$ cat src/rtl/core/kmcr_pkg.sv
// ----------------------------------------------------------------------------
// kmcr_pkg
// Shared types, widths and codes of the keypad matrix change reporter.
// ----------------------------------------------------------------------------
package kmcr_pkg;

  localparam int SNAP_W       = 64;
  localparam int ROW_BITS     = 3;
  localparam int SCAN_CODE_W  = 6;
  localparam int KEY_CODE_W   = 10;
  localparam int COUNT_W      = 4;
  localparam int SHIFT_W      = 2;

  localparam int DEF_MAX_COLUMNS  = 8;
  localparam int DEF_MAX_ROWS     = 8;
  localparam int DEF_KEYMAP_DEPTH = 64;

  localparam int APB_ADDR_W = 4;
  localparam int APB_DATA_W = 32;

  localparam logic CMD_SNAPSHOT  = 1'b0;
  localparam logic CMD_MAP_WRITE = 1'b1;

  localparam logic [1:0] REG_ROWS     = 2'd0;
  localparam logic [1:0] REG_COLUMNS  = 2'd1;
  localparam logic [1:0] REG_KEY_LOCK = 2'd2;

  localparam logic [COUNT_W-1:0] ROWS_RESET    = 4'd8;
  localparam logic [COUNT_W-1:0] COLUMNS_RESET = 4'd8;

  typedef struct packed {
    logic [COUNT_W-1:0] rows_in_use;
    logic [COUNT_W-1:0] columns_in_use;
    logic               key_lock;
  } kmcr_cfg_t;

  typedef struct packed {
    logic                   we;
    logic [SCAN_CODE_W-1:0] waddr;
    logic [KEY_CODE_W-1:0]  wdata;
    logic                   re;
    logic [SCAN_CODE_W-1:0] raddr;
  } kmcr_km_req_t;

  // ceil(log2(n)) for n up to 8, 3 above that; 0 and 1 give 0
  function automatic logic [SHIFT_W-1:0] order_of(input logic [COUNT_W-1:0] n);
    logic [SHIFT_W-1:0] s;
    if (n <= 4'd1) begin
      s = 2'd0;
    end else if (n <= 4'd2) begin
      s = 2'd1;
    end else if (n <= 4'd4) begin
      s = 2'd2;
    end else begin
      s = 2'd3;
    end
    return s;
  endfunction

endpackage

$ cat src/rtl/core/kmcr_if.sv
// ----------------------------------------------------------------------------
// kmcr_if
// Valid/ready channels: input items and reported events.
// ----------------------------------------------------------------------------
interface kmcr_in_if;
  logic                               valid;
  logic                               ready;
  logic                               cmd;
  logic [kmcr_pkg::SNAP_W-1:0]        matrix_snapshot;
  logic [kmcr_pkg::SCAN_CODE_W-1:0]   map_index;
  logic [kmcr_pkg::KEY_CODE_W-1:0]    map_keycode;

  modport source (output valid, cmd, matrix_snapshot, map_index, map_keycode,
                  input ready);
  modport sink   (input valid, cmd, matrix_snapshot, map_index, map_keycode,
                  output ready);
endinterface

interface kmcr_out_if;
  logic                               valid;
  logic                               ready;
  logic [kmcr_pkg::SCAN_CODE_W-1:0]   scan_code;
  logic [kmcr_pkg::KEY_CODE_W-1:0]    key_code;
  logic                               pressed;
  logic                               is_sync;
  logic                               last;

  modport source (output valid, scan_code, key_code, pressed, is_sync, last,
                  input ready);
  modport sink   (input valid, scan_code, key_code, pressed, is_sync, last,
                  output ready);
endinterface

$ cat src/rtl/core/keypad_matrix_change_reporter.sv
// ----------------------------------------------------------------------------
// keypad_matrix_change_reporter
// Reports key matrix changes as keymapped events, then a sync marker.
// ----------------------------------------------------------------------------
// items: valid/ready input. cmd selects a snapshot or a keymap entry write.
//   A keymap write gives no result.
// events: valid/ready output through one output register. Each snapshot
//   gives at most one event per column in use, then a sync transaction
//   with is_sync and last set.
// A snapshot is taken in, then the row/column positions in use are scanned,
//   each column up to its first event; a changed position with a keymap
//   lookup waits for the memory read, and the sync is loaded last. The next
//   item is taken after the sync has been loaded, while it still waits in
//   the output register.
// A stalled receiver holds the scan at the next event or sync until the
//   output register frees.
// Registers over APB: rows_in_use at 0x0, columns_in_use at 0x4,
//   key_lock at 0x8; write only while idle.
// Reset clears the stored snapshot and the keymap valid flags at once, so
//   every key reads as unmapped; no clearing pass is needed.
// ----------------------------------------------------------------------------
module keypad_matrix_change_reporter #(
  parameter int MAX_COLUMNS  = kmcr_pkg::DEF_MAX_COLUMNS,
  parameter int MAX_ROWS     = kmcr_pkg::DEF_MAX_ROWS,
  parameter int KEYMAP_DEPTH = kmcr_pkg::DEF_KEYMAP_DEPTH
) (
  input  logic                              clk,
  input  logic                              rst,
  kmcr_in_if.sink                           items,
  kmcr_out_if.source                        events,
  input  logic                              psel,
  input  logic                              penable,
  input  logic                              pwrite,
  input  logic [kmcr_pkg::APB_ADDR_W-1:0]   paddr,
  input  logic [kmcr_pkg::APB_DATA_W-1:0]   pwdata,
  output logic [kmcr_pkg::APB_DATA_W-1:0]   prdata,
  output logic                              pready
);

  kmcr_pkg::kmcr_cfg_t              cfg;
  kmcr_pkg::kmcr_km_req_t           km_req;
  logic [kmcr_pkg::KEY_CODE_W-1:0]  km_rdata;

  kmcr_cfg u_cfg (
    .clk     (clk),
    .rst     (rst),
    .psel    (psel),
    .penable (penable),
    .pwrite  (pwrite),
    .paddr   (paddr),
    .pwdata  (pwdata),
    .prdata  (prdata),
    .pready  (pready),
    .cfg     (cfg)
  );

  kmcr_keymap #(
    .KEYMAP_DEPTH (KEYMAP_DEPTH)
  ) u_keymap (
    .clk   (clk),
    .rst   (rst),
    .req   (km_req),
    .rdata (km_rdata)
  );

  kmcr_scan #(
    .MAX_COLUMNS  (MAX_COLUMNS),
    .MAX_ROWS     (MAX_ROWS),
    .KEYMAP_DEPTH (KEYMAP_DEPTH)
  ) u_scan (
    .clk      (clk),
    .rst      (rst),
    .cfg      (cfg),
    .items    (items),
    .events   (events),
    .km_req   (km_req),
    .km_rdata (km_rdata)
  );

endmodule

$ cat src/rtl/core/kmcr_cfg.sv
// ----------------------------------------------------------------------------
// kmcr_cfg
// APB register file: rows in use, columns in use, key lock.
// ----------------------------------------------------------------------------
module kmcr_cfg (
  input  logic                              clk,
  input  logic                              rst,
  input  logic                              psel,
  input  logic                              penable,
  input  logic                              pwrite,
  input  logic [kmcr_pkg::APB_ADDR_W-1:0]   paddr,
  input  logic [kmcr_pkg::APB_DATA_W-1:0]   pwdata,
  output logic [kmcr_pkg::APB_DATA_W-1:0]   prdata,
  output logic                              pready,
  output kmcr_pkg::kmcr_cfg_t               cfg
);

  logic       wr;
  logic [1:0] idx;

  assign pready = 1'b1;
  assign wr     = psel && penable && pwrite;
  assign idx    = paddr[3:2];

  always_ff @(posedge clk) begin
    if (rst) begin
      cfg.rows_in_use    <= kmcr_pkg::ROWS_RESET;
      cfg.columns_in_use <= kmcr_pkg::COLUMNS_RESET;
      cfg.key_lock       <= 1'b0;
    end else if (wr) begin
      unique case (idx)
        kmcr_pkg::REG_ROWS:     cfg.rows_in_use    <= pwdata[3:0];
        kmcr_pkg::REG_COLUMNS:  cfg.columns_in_use <= pwdata[3:0];
        kmcr_pkg::REG_KEY_LOCK: cfg.key_lock       <= pwdata[0];
        default: ;
      endcase
    end
  end

  always_comb begin
    unique case (idx)
      kmcr_pkg::REG_ROWS:     prdata = kmcr_pkg::APB_DATA_W'(cfg.rows_in_use);
      kmcr_pkg::REG_COLUMNS:  prdata = kmcr_pkg::APB_DATA_W'(cfg.columns_in_use);
      kmcr_pkg::REG_KEY_LOCK: prdata = kmcr_pkg::APB_DATA_W'(cfg.key_lock);
      default:                prdata = '0;
    endcase
  end

endmodule

$ cat src/rtl/core/kmcr_keymap.sv
// ----------------------------------------------------------------------------
// kmcr_keymap
// Keymap memory, one write and one registered read a cycle; per-entry valid
// flops make unwritten entries read as unmapped after reset.
// ----------------------------------------------------------------------------
module kmcr_keymap #(
  parameter int KEYMAP_DEPTH = kmcr_pkg::DEF_KEYMAP_DEPTH
) (
  input  logic                              clk,
  input  logic                              rst,
  input  kmcr_pkg::kmcr_km_req_t            req,
  output logic [kmcr_pkg::KEY_CODE_W-1:0]   rdata
);

  localparam int AW = (KEYMAP_DEPTH > 1) ? $clog2(KEYMAP_DEPTH) : 1;

  logic [kmcr_pkg::KEY_CODE_W-1:0] mem [KEYMAP_DEPTH];
  logic [KEYMAP_DEPTH-1:0]         entry_valid;
  logic [kmcr_pkg::KEY_CODE_W-1:0] rdata_q;
  logic                            rvalid_q;

  always_ff @(posedge clk) begin
    if (req.we) begin
      mem[req.waddr[AW-1:0]] <= req.wdata;
    end
    if (req.re) begin
      rdata_q <= mem[req.raddr[AW-1:0]];
    end
  end

  always_ff @(posedge clk) begin
    if (rst) begin
      entry_valid <= '0;
      rvalid_q    <= 1'b0;
    end else begin
      if (req.we) begin
        entry_valid[req.waddr[AW-1:0]] <= 1'b1;
      end
      if (req.re) begin
        rvalid_q <= entry_valid[req.raddr[AW-1:0]];
      end
    end
  end

  assign rdata = rvalid_q ? rdata_q : '0;

endmodule

$ cat src/rtl/core/kmcr_scan.sv
// ----------------------------------------------------------------------------
// kmcr_scan
// Item intake and change scan: walks columns and rows, unless locked looks up
// changed positions in the keymap and loads events into the output register.
// ----------------------------------------------------------------------------
module kmcr_scan #(
  parameter int MAX_COLUMNS  = kmcr_pkg::DEF_MAX_COLUMNS,
  parameter int MAX_ROWS     = kmcr_pkg::DEF_MAX_ROWS,
  parameter int KEYMAP_DEPTH = kmcr_pkg::DEF_KEYMAP_DEPTH
) (
  input  logic                              clk,
  input  logic                              rst,
  input  kmcr_pkg::kmcr_cfg_t               cfg,
  kmcr_in_if.sink                           items,
  kmcr_out_if.source                        events,
  output kmcr_pkg::kmcr_km_req_t            km_req,
  input  logic [kmcr_pkg::KEY_CODE_W-1:0]   km_rdata
);

  localparam int CW  = (MAX_COLUMNS > 1) ? $clog2(MAX_COLUMNS) : 1;
  localparam int RW  = (MAX_ROWS > 1) ? $clog2(MAX_ROWS) : 1;
  localparam int SCW = kmcr_pkg::SCAN_CODE_W;
  localparam int IXW = $clog2(kmcr_pkg::SNAP_W);

  typedef enum logic [1:0] {IDLE, LOOK, EVAL, SYNC} state_t;

  state_t                        state;
  logic [kmcr_pkg::SNAP_W-1:0]   snap_q;
  logic [kmcr_pkg::SNAP_W-1:0]   prev_q;
  logic [CW-1:0]                 col;
  logic [RW-1:0]                 row;

  logic [kmcr_pkg::COUNT_W-1:0]  rows_eff;
  logic [kmcr_pkg::COUNT_W-1:0]  cols_eff;
  logic [kmcr_pkg::SHIFT_W-1:0]  shift;
  logic [IXW-1:0]                bit_idx;
  logic [SCW-1:0]                code;
  logic                          in_range;
  logic                          changed;
  logic                          row_last;
  logic                          col_last;
  logic                          slot_free;
  logic                          accept;
  logic                          load_event;
  logic                          load_sync;

  assign rows_eff = (cfg.rows_in_use > kmcr_pkg::COUNT_W'(MAX_ROWS)) ?
                    kmcr_pkg::COUNT_W'(MAX_ROWS) : cfg.rows_in_use;
  assign cols_eff = (cfg.columns_in_use > kmcr_pkg::COUNT_W'(MAX_COLUMNS)) ?
                    kmcr_pkg::COUNT_W'(MAX_COLUMNS) : cfg.columns_in_use;
  assign shift    = kmcr_pkg::order_of(cols_eff);

  assign bit_idx  = (IXW'(col) << kmcr_pkg::ROW_BITS) | IXW'(row);
  assign code     = SCW'(SCW'(row) << shift) + SCW'(col);
  assign in_range = {1'b0, code} < (SCW + 1)'(KEYMAP_DEPTH);
  assign changed  = snap_q[bit_idx] ^ prev_q[bit_idx];
  assign row_last = (kmcr_pkg::COUNT_W'(row) + 4'd1) == rows_eff;
  assign col_last = (kmcr_pkg::COUNT_W'(col) + 4'd1) == cols_eff;

  assign slot_free   = !events.valid || events.ready;
  assign items.ready = (state == IDLE);
  assign accept      = items.valid && items.ready;

  // output register is reloaded this cycle
  assign load_event = (state == EVAL) && (km_rdata != '0) && slot_free;
  assign load_sync  = (state == SYNC) && slot_free;

  always_comb begin
    km_req.we    = accept && (items.cmd == kmcr_pkg::CMD_MAP_WRITE) &&
                   ({1'b0, items.map_index} < (SCW + 1)'(KEYMAP_DEPTH));
    km_req.waddr = items.map_index;
    km_req.wdata = items.map_keycode;
    km_req.re    = (state == LOOK) && changed && !cfg.key_lock && in_range;
    km_req.raddr = code;
  end

  always_ff @(posedge clk) begin
    if (rst) begin
      state        <= IDLE;
      prev_q       <= '0;
      col          <= '0;
      row          <= '0;
      events.valid <= 1'b0;
    end else begin
      if (events.valid && events.ready && !load_event && !load_sync) begin
        events.valid <= 1'b0;
      end
      unique case (state)
        IDLE: begin
          if (accept && items.cmd == kmcr_pkg::CMD_SNAPSHOT) begin
            snap_q <= items.matrix_snapshot;
            col    <= '0;
            row    <= '0;
            if (rows_eff == '0 || cols_eff == '0) begin
              state <= SYNC;
            end else begin
              state <= LOOK;
            end
          end
        end
        LOOK: begin
          if (km_req.re) begin
            state <= EVAL;
          end else if (!row_last) begin
            row <= row + 1'b1;
          end else if (!col_last) begin
            row <= '0;
            col <= col + 1'b1;
          end else begin
            state <= SYNC;
          end
        end
        EVAL: begin
          if (km_rdata != '0) begin
            if (slot_free) begin
              events.valid     <= 1'b1;
              events.scan_code <= code;
              events.key_code  <= km_rdata;
              events.pressed   <= snap_q[bit_idx];
              events.is_sync   <= 1'b0;
              events.last      <= 1'b0;
              row              <= '0;
              if (col_last) begin
                state <= SYNC;
              end else begin
                col   <= col + 1'b1;
                state <= LOOK;
              end
            end
          end else if (!row_last) begin
            row   <= row + 1'b1;
            state <= LOOK;
          end else if (!col_last) begin
            row   <= '0;
            col   <= col + 1'b1;
            state <= LOOK;
          end else begin
            state <= SYNC;
          end
        end
        SYNC: begin
          if (slot_free) begin
            events.valid     <= 1'b1;
            events.scan_code <= '0;
            events.key_code  <= '0;
            events.pressed   <= 1'b0;
            events.is_sync   <= 1'b1;
            events.last      <= 1'b1;
            prev_q           <= snap_q;
            state            <= IDLE;
          end
        end
        default: state <= IDLE;
      endcase
    end
  end

endmodule

$ cat src/flat_wrapper.sv
// flat-port wrapper written by rule: the top's interface ports become plain ports
module keypad_matrix_change_reporter_flat 
#(
  parameter int MAX_COLUMNS  = kmcr_pkg::DEF_MAX_COLUMNS,
  parameter int MAX_ROWS     = kmcr_pkg::DEF_MAX_ROWS,
  parameter int KEYMAP_DEPTH = kmcr_pkg::DEF_KEYMAP_DEPTH
)
  (clk, rst, psel, penable, pwrite, paddr, pwdata, prdata, pready, items_valid, items_cmd, items_matrix_snapshot, items_map_index, items_map_keycode, items_ready, events_valid, events_scan_code, events_key_code, events_pressed, events_is_sync, events_last, events_ready);
  kmcr_in_if items_i ();
  kmcr_out_if events_i ();
  input  logic clk;
  input  logic rst;
  input  logic psel;
  input  logic penable;
  input  logic pwrite;
  input  logic [kmcr_pkg::APB_ADDR_W-1:0] paddr;
  input  logic [kmcr_pkg::APB_DATA_W-1:0] pwdata;
  output logic [kmcr_pkg::APB_DATA_W-1:0] prdata;
  output logic pready;
  input wire logic [$bits(items_i.valid)-1:0] items_valid;
  input wire logic [$bits(items_i.cmd)-1:0] items_cmd;
  input wire logic [$bits(items_i.matrix_snapshot)-1:0] items_matrix_snapshot;
  input wire logic [$bits(items_i.map_index)-1:0] items_map_index;
  input wire logic [$bits(items_i.map_keycode)-1:0] items_map_keycode;
  output wire logic [$bits(items_i.ready)-1:0] items_ready;
  output wire logic [$bits(events_i.valid)-1:0] events_valid;
  output wire logic [$bits(events_i.scan_code)-1:0] events_scan_code;
  output wire logic [$bits(events_i.key_code)-1:0] events_key_code;
  output wire logic [$bits(events_i.pressed)-1:0] events_pressed;
  output wire logic [$bits(events_i.is_sync)-1:0] events_is_sync;
  output wire logic [$bits(events_i.last)-1:0] events_last;
  input wire logic [$bits(events_i.ready)-1:0] events_ready;
  assign items_i.valid = items_valid;
  assign items_i.cmd = items_cmd;
  assign items_i.matrix_snapshot = items_matrix_snapshot;
  assign items_i.map_index = items_map_index;
  assign items_i.map_keycode = items_map_keycode;
  assign items_ready = items_i.ready;
  assign events_valid = events_i.valid;
  assign events_scan_code = events_i.scan_code;
  assign events_key_code = events_i.key_code;
  assign events_pressed = events_i.pressed;
  assign events_is_sync = events_i.is_sync;
  assign events_last = events_i.last;
  assign events_i.ready = events_ready;
  keypad_matrix_change_reporter #(.MAX_COLUMNS(MAX_COLUMNS), .MAX_ROWS(MAX_ROWS), .KEYMAP_DEPTH(KEYMAP_DEPTH)) u_core (.clk(clk), .rst(rst), .items(items_i), .events(events_i), .psel(psel), .penable(penable), .pwrite(pwrite), .paddr(paddr), .pwdata(pwdata), .prdata(prdata), .pready(pready));
endmodule
$ cat config.mk
export PLATFORM = sky130hd
export DESIGN_NAME = keypad_matrix_change_reporter_flat
export DESIGN_NICKNAME = d
export VERILOG_FILES = /design/src/rtl/core/kmcr_pkg.sv /design/src/rtl/core/kmcr_if.sv /design/src/rtl/core/keypad_matrix_change_reporter.sv /design/src/rtl/core/kmcr_cfg.sv /design/src/rtl/core/kmcr_keymap.sv /design/src/rtl/core/kmcr_scan.sv /design/src/flat_wrapper.sv
export SDC_FILE = /design/constraint.sdc
export NUM_CORES = 1
export LEC_CHECK = 0
export BUFFER_PORTS_ARGS = -buffer_cell sky130_fd_sc_hd__buf_2
export CAP_MARGIN = 10
export CORE_AREA = 2 2 258 260
export CTS_CLUSTER_DIAMETER = 60
export DETAILED_ROUTE_END_ITERATION = 10
export DIE_AREA = 0 0 260 262
export GPL_TIMING_DRIVEN = 0
export PLACE_DENSITY = 0.75
export SYNTH_ARGS = -nofsm -noshare
export SYNTH_HDL_FRONTEND = slang
export SYNTH_SLANG_ARGS = --single-unit
export TNS_END_PERCENT = 50
$ cat constraint.sdc
create_clock -name clk -period 5.4 [get_ports clk]
set_input_delay 0.54 -clock clk [delete_from_list [all_inputs] [get_ports clk]]
set_output_delay 0.54 -clock clk [all_outputs]
set_load 0.005 [all_outputs]
* Word level (Yosys, flattened, before mapping) *
Memories as Yosys holds them, arrays and structs flattened. A register that Yosys moved wholly into a read port is not among the register bits.
Index checks and enable logic that the tools add are counted.

cells by class
  shifts and indexed selects = 1
  bitwise gates (word level) = 5
  multiplexer cells = 60
  reductions and logical operators = 35
  equality and inequality tests = 15
  add/subtract/negate cells = 5
  magnitude comparators = 9

operators by type and width
  kind                   count
  $or A64 B64 Y64        1
  $mux W10               4
  $mux W3                11
  $mux W2                12
  $lt A6 B7 Y1 const B   3
  $pmux W10 S2           1
  $bmux W1 S6            3
  $mux W6                3
  $pmux W3 S3            2
  $mux W1                15
  $logic_and A1 B1 Y1    14
  $pmux W4 S3            1
  $pmux W6 S2            1
  $reduce_and A5 Y1      2
  $reduce_bool A10 Y1    1
  $add A3 B1 Y4 const B  2
  $eq A4 B4 Y1           2
  $gt A4 B4 Y1 const B   2
  $logic_not A4 Y1       2
  $mux W4                2
  $pmux W2 S4            1
  $reduce_and A2 Y1      4
  $add A3 B1 Y3 const B  2
  $add A6 B3 Y6          1
  23 further kinds       38

word-level totals
  bits in registers = 229
  bits in writable memories = 640
  output and inout bits = 54
  bits of input ports = 124
  memories kept = 1
  logic and storage cells = 146

memories
  name                 words  bits a word  rd ports  clocked after Yosys merged registers in  wr ports  line               source
  u_core.u_keymap.mem  64     10           1         1                                        1         kmcr_keymap.sv:17  logic [kmcr_pkg::KEY_CODE_W-1:0] mem [KEYMAP_DEPTH];

* Longest topological paths before layout *
Gate-level depths: netlist of run 1.

  depth after elaboration = 11
  mapped depth = 18
  gate-level depth less buffers = 15

* Cells and area by module *
A second synthesis of run 1 with hierarchy kept.

second synthesis, totals
  cells, all modules = 2041
  area total of the unflattened synthesis = 35414.0 um^2

by module, submodules not included
  module       seq. area each (um^2)  area an instance (um^2)  cells each  instances
  kmcr_keymap  20820.0                27393.8                  1288        1
  kmcr_scan    3923.8                 7313.3                   674         1
  kmcr_cfg     180.2                  706.9                    79          1

* Least setup slack after synthesis of run 1 *
Ideal clock, no wire load.

  path type = in2reg
  start point = in rst
  end point = reg u_core.u_scan.snap_q[0] (netlist bit) (enable)
  setup time = 565 ps
  arrival = 5357 ps
  cell stages on the path = 3
  path buffers = 2
  required time = 4835 ps
  slack = -522 ps
  path through = clkbuf_1 > clkbuf_1 > nor3_1

on the way
  longest elaborated chain between the ends = 2

ends and longest elaborated chain
  what                                line                source
  start, declared                     flat_wrapper.sv:12  input logic rst;
  $not A1 Y1 (no source line)         --
  $reduce_and A3 Y1 (no source line)  --
  end signal, assigned                kmcr_scan.sv:91     snap_q <= items.matrix_snapshot;
  end, declared                       kmcr_scan.sv:28     logic [kmcr_pkg::SNAP_W-1:0] snap_q;

No other way between the ends.
A chain may end at the register's enable or synchronous reset.

* Final worst setup path of run 1 *
  start point = reg u_core.u_scan.row[1]
  end point = reg u_core.u_keymap.rdata_q[3] (netlist bit), read port of u_core.u_keymap.mem (data pin)

on the way
  longest elaborated chain between the ends = 6
  elaborated cells between the ends (all ways) = 10
  classes of those cells = add/sub (1); shift (1); mux (4); bitwise (2); reduce/logical (2)

ends and longest elaborated chain
  what                               line               source
  start, declared                    kmcr_scan.sv:31    logic [RW-1:0] row;
  start signal, assigned             kmcr_scan.sv:105   row <= row + 1'b1;
  start signal, assigned             kmcr_scan.sv:131   row <= row + 1'b1;
  $or A6 B3 Y6                       kmcr_scan.sv:53    assign bit_idx = (IXW'(col) << kmcr_pkg::ROW_BITS) | IXW'(row);
  $bmux W1 S6                        kmcr_scan.sv:56    assign changed = snap_q[bit_idx] ^ prev_q[bit_idx];
  $mux W1 (not written as such)      kmcr_scan.sv:56
  $xor A1 B1 Y1                      kmcr_scan.sv:56
  $logic_and A1 B1 Y1 (2 in series)  kmcr_scan.sv:73    km_req.re = (state == LOOK) && changed && !cfg.key_lock && in_range;
  end, declared                      kmcr_keymap.sv:19  logic [kmcr_pkg::KEY_CODE_W-1:0] rdata_q;

Several ways; a longest one is shown, not always the timed one. The select of a mux whose other input is x is not followed.

==> metrics.txt, run 1 <==
final setup vio count 0; Worst Reg-to-Reg Cells 15; Tightest Pin Transition 1.281 ns; via/cell ratio 6.225; deepest clock path buffer count 3; Crit Reg-Reg Startpoint u_core.u_scan.row[1]; Synth area leaders edfxtp_1, dfxtp_1, mux2i_1; Buffers on Ports 113; depth of the CTS H-tree 3; layout cell share with drive strength beyond 1 17.05%; Ys Warns 0; reg2reg end u_core.u_keymap.rdata_q[3]; Layout Skew 0.03109 ns; number of flops mapped to enable cells by yosys 732; Syn Area/Cell 15.04 sq um; ys async rst share 0%; Cell variety after synth 67; leading cell type in the layout, fill and taps excluded edfxtp_1; fin crit period 5.313 ns; Area after DPL 37400 sq um; post-synth top area share 61.86%; post-synthesis simple-gate area fraction 6.916%; vias in the first global route 21.75k; height of the die 262 microns; Clk Latency, worst-skew pair 0.66 ns; worst slack at placement -0.2772 ns; CP dominant cell by count mux2i_1; CTS tree done; maxcap violations 0; Post-Synth XOR/XNOR Area 0.2923%; GPL Wtd Cong 0.9367; Hold/Removal Path Class input pin to flop; commonest cells after routing, fill and taps aside edfxtp_1, nand2_1, mux2i_1; Critical Path Source u_core.u_scan.row[1]; Die W 260 microns; peak supply drop 0.2907 mV; sequential share of the synthesized area 70.14%; antenna-violating nets left 0; worst endpoint required time 5.77 ns; first-pass GRT wire length 134200 microns; Worst path max stage delay 0.60 ns; Remaining DRCs 0; # nets final 2739; outcome completed; Worst Path Arrival 5.69 ns; HPWL Detailed 61650 microns; CP Class flop to flop; met1 WL 35620 microns; fmax 188.2 MHz; Routed met2 length 43660 microns; CP Launch Type flop; cell area after layout 40350 sq um; R2R Setup Slk 0.09 ns; LEAKAGE 12.88 nW; largest net degree at the start of global routing 65; unrepaired setup endpoints after global routing true; mux contribution to synthesized area 11.90%; Setup WS post-layout 0.08707 ns; largest family of logic cells by synthesized area multiplexers; CORE AREA 65280 sq um; Worst-path clk slew 0.06 ns; fraction of the mapped netlist area in compound gates 7.426%; crit path capture u_core.u_keymap.rdata_q[3]; io pins 178; adder-cell area share of the yosys netlist 0.3733%; # clock sinks 879; Critical Path Fanout Max 10; highest-delay cell along the critical path o21a_1; Initial Utilization 54.44%; top sig layer met5; grt total ovfl 0; synthesized netlist cell count 2363; total CTS buffers 89; Post-CTS Setup Repair Bufs 0; Layout area overhead 13.57%; initial antenna violation count 2; DRT Pass-1 Iters 6; First DRT Iteration DRCs 3128; metal3 WL 9228 microns; Pins Over Slew Limit 0; synthesized area 35530 sq um; via total after detailed routing 22.08k; Slew Limit Headroom 14.31%; Global Route Usage Sum 26.84%; Final period util 98.39%; CTS root buffer clkbuf_16; area leader, netlist edfxtp_1; fin cells 3546; drt wl/cell 25.94 microns; synthesized flop and latch total 879; Die ar. 68120 sq um; Hold Fails Final Rpt 0; Pwr per Cell Area 360.5 nW/um^2; Rows 94; final WL 91990 microns; Cell Chain, Critical Path buf_4 -> buf_2 -> clkbuf_4 -> mux2i_1 -> o21ai_0 -> ha_1 -> clkbuf_1 -> a21o_1 -> a32o_1 -> mux2i_1 -> o21a_1 -> nor2_1 -> o21ai_1 -> nand4_1 -> or3_1; Placed Cells 3372; Critical Path End Type flop; ys flop type edfxtp_1
==> sequential cells by signal (all words and copies together) (netlist names) <==
| name | cells |
|---|---|
| u_core.u_scan.row | 3 |
| u_core.u_keymap.rvalid_q | 1 |
| u_core.u_scan.snap_q | 64 |
| u_core.u_keymap.mem | 640 |
| u_core.u_keymap.rdata_q | 10 |
| u_core.u_cfg.cfg | 9 |
| u_core.u_scan.events.valid | 1 |
| u_core.u_scan.events.scan_code | 6 |
| u_core.u_keymap.entry_valid | 64 |
| u_core.u_scan.events.last | 1 |
| u_core.u_scan.col | 3 |
| u_core.u_scan.events.pressed | 1 |
| u_core.u_scan.state | 2 |
| u_core.u_scan.prev_q | 64 |
| u_core.u_scan.events.key_code | 10 |
==> synth_stat cells, types with 4 or more instances <==
library cell and count:
a211oi_1 6, o31ai_1 13, nor2b_1 14, mux2i_1 245, a32o_1 12, mux4_2 74, inv_1 11, ha_1 9
a31oi_1 7, nand4_1 14, a21o_1 5, nand3b_1 7, xor2_1 4, a32oi_1 30, a22oi_1 8, o2111ai_1 4
nor4_1 5, o211ai_1 12, nand3_1 33, a21oi_1 80, dfxtp_1 147, buf_1 13, o21ai_1 10, nand2_1 266
o21a_1 67, buf_2 22, edfxtp_1 732, or3_1 12, buf_4 42, nor3_1 11, nand2b_1 25, clkbuf_1 73
nor3b_1 4, nor2_1 134, and2_1 15, o22ai_1 81, xnor2_1 6, buf_6 22, and3_1 5, mux2_2 5
o21ai_0 40
==> cell families after synthesis <==
logic type | count (synthesis)
XOR/XNOR | 11
AO/OA/AOI/OAI | 395
multiplexers | 326
flip-flops | 879
AND/OR/NAND/NOR | 556
buffers and inverters | 184
adder cells (fa/ha/maj) | 10
other | 2
==> power by group <==
part,total [mW],internal [mW],leakage (nW),switching [mW]
combinational,1.16,0.433,3.71,0.728
sequential,7.52,7.46,7.78,0.0572
clock,5.87,3.33,1.38,2.54
==> through the flow <==
stage                     hold slack (ns)  util, %  TNS (ns)  power (mW)
after floorplan                    0.4331        -         0       8.370
after global placement             0.4401    57.12    -2.540       8.743
after detailed placement           0.4468    57.29    -1.700       8.792
final                             0.05153    61.82         0       14.55
after global routing              0.03531    61.81   -0.1043       14.93
after CTS                         0.03326    61.59         0       14.55
==> critical path: cells and delay by family, from the launching register on <==
| kind | cells | cell delay (ns) |
|---|---|---|
| AO/OA/AOI/OAI | 5 | 1.66 |
| adder cells (fa/ha/maj) | 1 | 0.25 |
| buffers and inverters | 4 | 1.12 |
| flip-flops | 1 | 0.33 |
| multiplexers | 2 | 0.34 |
| AND/OR/NAND/NOR | 3 | 1.30 |
==> repair_timing <==
action                                  CTS  global route
hold buffers                              0             0
cloned                                    0             0
hold endpoints to repair                  0             0
endpoints found under the setup margin    9            11
gates resized for setup                  10            26
==> final cells by class <==
cell class / count / area [sq um]
Inverter: 12 / 45.04
Fill cell: 4718 / 24920
Multi-Input combinational cell: 1327 / 9712
Buffer: 171 / 1017
Clock inverter: 44 / 315.3
Tap cell: 864 / 1081
Clock buffer: 122 / 2482
Antenna cell: 2 / 5.005
Sequential cell: 879 / 24920
Timing Repair Buffer: 125 / 772.0
==> worst min path at each step <==
| stage | start | to | slack (ns) | cells past startpoint |
|---|---|---|---|---|
| 2_1_floorplan | u_core.u_scan.prev_q[10] | u_core.u_scan.prev_q[10] | 0.43 | 2 |
| 3_3_place_gp | u_core.u_scan.prev_q[31] | u_core.u_scan.prev_q[31] | 0.44 | 2 |
| 3_5_place_dp | u_core.u_scan.prev_q[59] | u_core.u_scan.prev_q[59] | 0.45 | 2 |
| 4_1_cts | items_matrix_snapshot[29] | u_core.u_scan.snap_q[29] | 0.03 | 1 |
| 5_1_grt | items_matrix_snapshot[24] | u_core.u_scan.snap_q[24] | 0.04 | 1 |
| 6_report | items_matrix_snapshot[49] | u_core.u_scan.snap_q[49] | 0.05 | 1 |
==> layer usage <==
metal  track usage, %  vias up
met1            35.36    11020
met4            10.39        4
met3            5.874      233
met2            43.93     1307
met5                0        -
li1                 -     9510
Note: power is estimated with default switching activity, not from simulation.
==> run 2: changes to the inputs <==
Settings changed: CTS_BUF_LIST set to sky130_fd_sc_hd__clkbuf_4 sky130_fd_sc_hd__clkbuf_8 sky130_fd_sc_hd__clkbuf_16.
==> run 2 against run 1 <==
Against the previous run:
- non-clock buffer count did not move
- flip-flop and latch count did not move
- cell area rose by 0.18%
- register-to-register slack improved by 0.04 ns
- total power rose by 0.81%
- worst setup slack improved by 0.038 ns
- die area did not move
- final cell count barely moved
- first-iteration DRC count fell by 2.7%
- hold slack got worse by 0.0081 ns
- global-route usage barely moved
- largest cell class unchanged
==> metrics.txt, run 2 (synthesis gave the netlist of run 1 again) <==
worst endpoint required time 5.71 ns; final WL 92190 microns; Critical Path Source u_core.u_cfg.cfg[2]; Layout Skew 0.02814 ns; Final period util 97.69%; commonest cells after routing, fill and taps aside edfxtp_1, nand2_1, mux2i_1; Buffers on Ports 113; unrepaired setup endpoints after global routing true; Critical Path Fanout Max 10; Area after DPL 37400 sq um; layout cell share with drive strength beyond 1 17.84%; Tightest Pin Transition 1.297 ns; Layout area overhead 13.77%; final setup vio count 0; largest net degree at the start of global routing 65; leading cell type in the layout, fill and taps excluded edfxtp_1; Post-CTS Hold Buffers 0; Logic pwr share 7.9%; Final Power 14.67 mW; cell area after layout 40430 sq um; Initial Utilization 54.44%; Global Route Usage Sum 26.82%; drt wl/cell 26.01 microns; grt total ovfl 0; peak supply drop 0.2933 mV; Placed Cells 3372; crit path capture u_core.u_keymap.rdata_q[8]; Clk pwr share 40.8%; Slew Limit Headroom 13.52%; net switching power figure 3.333 mW; outcome completed; R2R Setup Slk 0.12 ns; Power Internal 11.33 mW; DRT Pass-1 Iters 9; total CTS buffers 89; metal3 WL 9095 microns; CTS tree done; met1 WL 35800 microns; Flop pwr share 51.3%; Die W 260 microns; sw frac 22.73%; First DRT Iteration DRCs 3044; via total after detailed routing 22.17k; first-pass GRT wire length 134000 microns; Hold Fails Final Rpt 0; fin cells 3544; Hold/Removal Path Class input pin to flop; initial antenna violation count 2; # nets final 2739; via/cell ratio 6.256; Remaining DRCs 0; worst slack at placement -0.2772 ns; deepest clock path buffer count 3; hold_ws 0.04348 ns; vias in the first global route 21.71k; fin crit period 5.275 ns; HPWL Detailed 61650 microns; Fin Setup TNS 0 ns; reg2reg end u_core.u_keymap.rdata_q[8]; Rows 94; # clock sinks 879; maxcap violations 0; Clk Latency, worst-skew pair 0.66 ns; depth of the CTS H-tree 3; Filler cells 4701; Pwr per Cell Area 362.8 nW/um^2; Critical Path End Type flop; io pins 178; Worst-path clk slew 0.06 ns; top sig layer met5; CP Class flop to flop; Die ar. 68120 sq um; antenna-violating nets left 0; CP Launch Type flop; # diodes 0; Routed met2 length 43910 microns; max reg flops 640; Setup WS post-layout 0.1250 ns; post-layout util 61.93%; fmax 189.6 MHz; height of the die 262 microns; GPL Wtd Cong 0.9367; Worst Path Arrival 5.59 ns; CTS root buffer clkbuf_16; Crit Reg-Reg Startpoint u_core.u_cfg.cfg[2]; CORE AREA 65280 sq um; Worst Reg-to-Reg Cells 14; LEAKAGE 12.95 nW; Pins Over Slew Limit 0
-- run 2: cell types whose count changed in the layout (fill, tap and decap cells not counted), sizes merged --
cell / change
diode: -2
buf: +1
clkbuf: -1
-- run 2: worst min path at each step --
stage / startpoint / endpoint / cells past startpoint
2_1_floorplan: u_core.u_scan.prev_q[10] / u_core.u_scan.prev_q[10] / 2
3_3_place_gp: u_core.u_scan.prev_q[31] / u_core.u_scan.prev_q[31] / 2
3_5_place_dp: u_core.u_scan.prev_q[59] / u_core.u_scan.prev_q[59] / 2
4_1_cts: items_matrix_snapshot[29] / u_core.u_scan.snap_q[29] / 1
5_1_grt: items_matrix_snapshot[24] / u_core.u_scan.snap_q[24] / 1
6_report: items_matrix_snapshot[49] / u_core.u_scan.snap_q[49] / 1
-- run 2: worst max-delay path, stage by stage, from the launching register on --
cell and delay, ns:
dfxtp_1 0.31, buf_4 0.17, nor2b_1 0.18, a211oi_4 0.41, nor2_1 0.07, a21oi_1 0.14
nor2_1 0.09, fa_1 0.49, buf_2 0.35, buf_2 0.41, buf_2 0.40, clkbuf_1 0.83
mux4_2 0.62, o211ai_1 0.17, nand4_1 0.26
-- run 2: power groups by stage --
| stage | Clock (mW) | Combinational (mW) | Sequential [mW] |
|---|---|---|---|
| 5_1_grt | 6.28 | 1.23 | 7.53 |
| 3_5_place_dp | 0 | 1.13 | 7.66 |
| 3_3_place_gp | 0 | 1.08 | 7.66 |
| 6_report | 5.98 | 1.16 | 7.52 |
| 4_1_cts | 6.00 | 1.13 | 7.52 |
| 2_1_floorplan | 0 | 0.726 | 7.64 |
-- run 2: what timing repair did --
| item | CTS | global route |
|---|---|---|
| endpoints found under the setup margin | 9 | 11 |
| pin swaps | 0 | 0 |
| setup buffers | 0 | 0 |
| gates resized for setup | 10 | 23 |
-- run 2: metal layers --
layer  vias up  GRT usage [%]
li1       9507              -
met2      1275          43.96
met4         4          10.09
met5         -              0
met3       235          6.019
met1     11150          35.28
-- run 2: final cells by class --
type	count	area [sq um]	share of cell area [%]
Multi-Input combinational cell	1327	9713	24.03
Timing Repair Buffer	125	772.0	1.910
Buffer	171	1013	2.507
Sequential cell	879	24920	61.65
Clock buffer	122	2561	6.336
Clock inverter	44	315.3	0.7800
Inverter	12	45.04	0.1114
Tap cell	864	1081	2.674
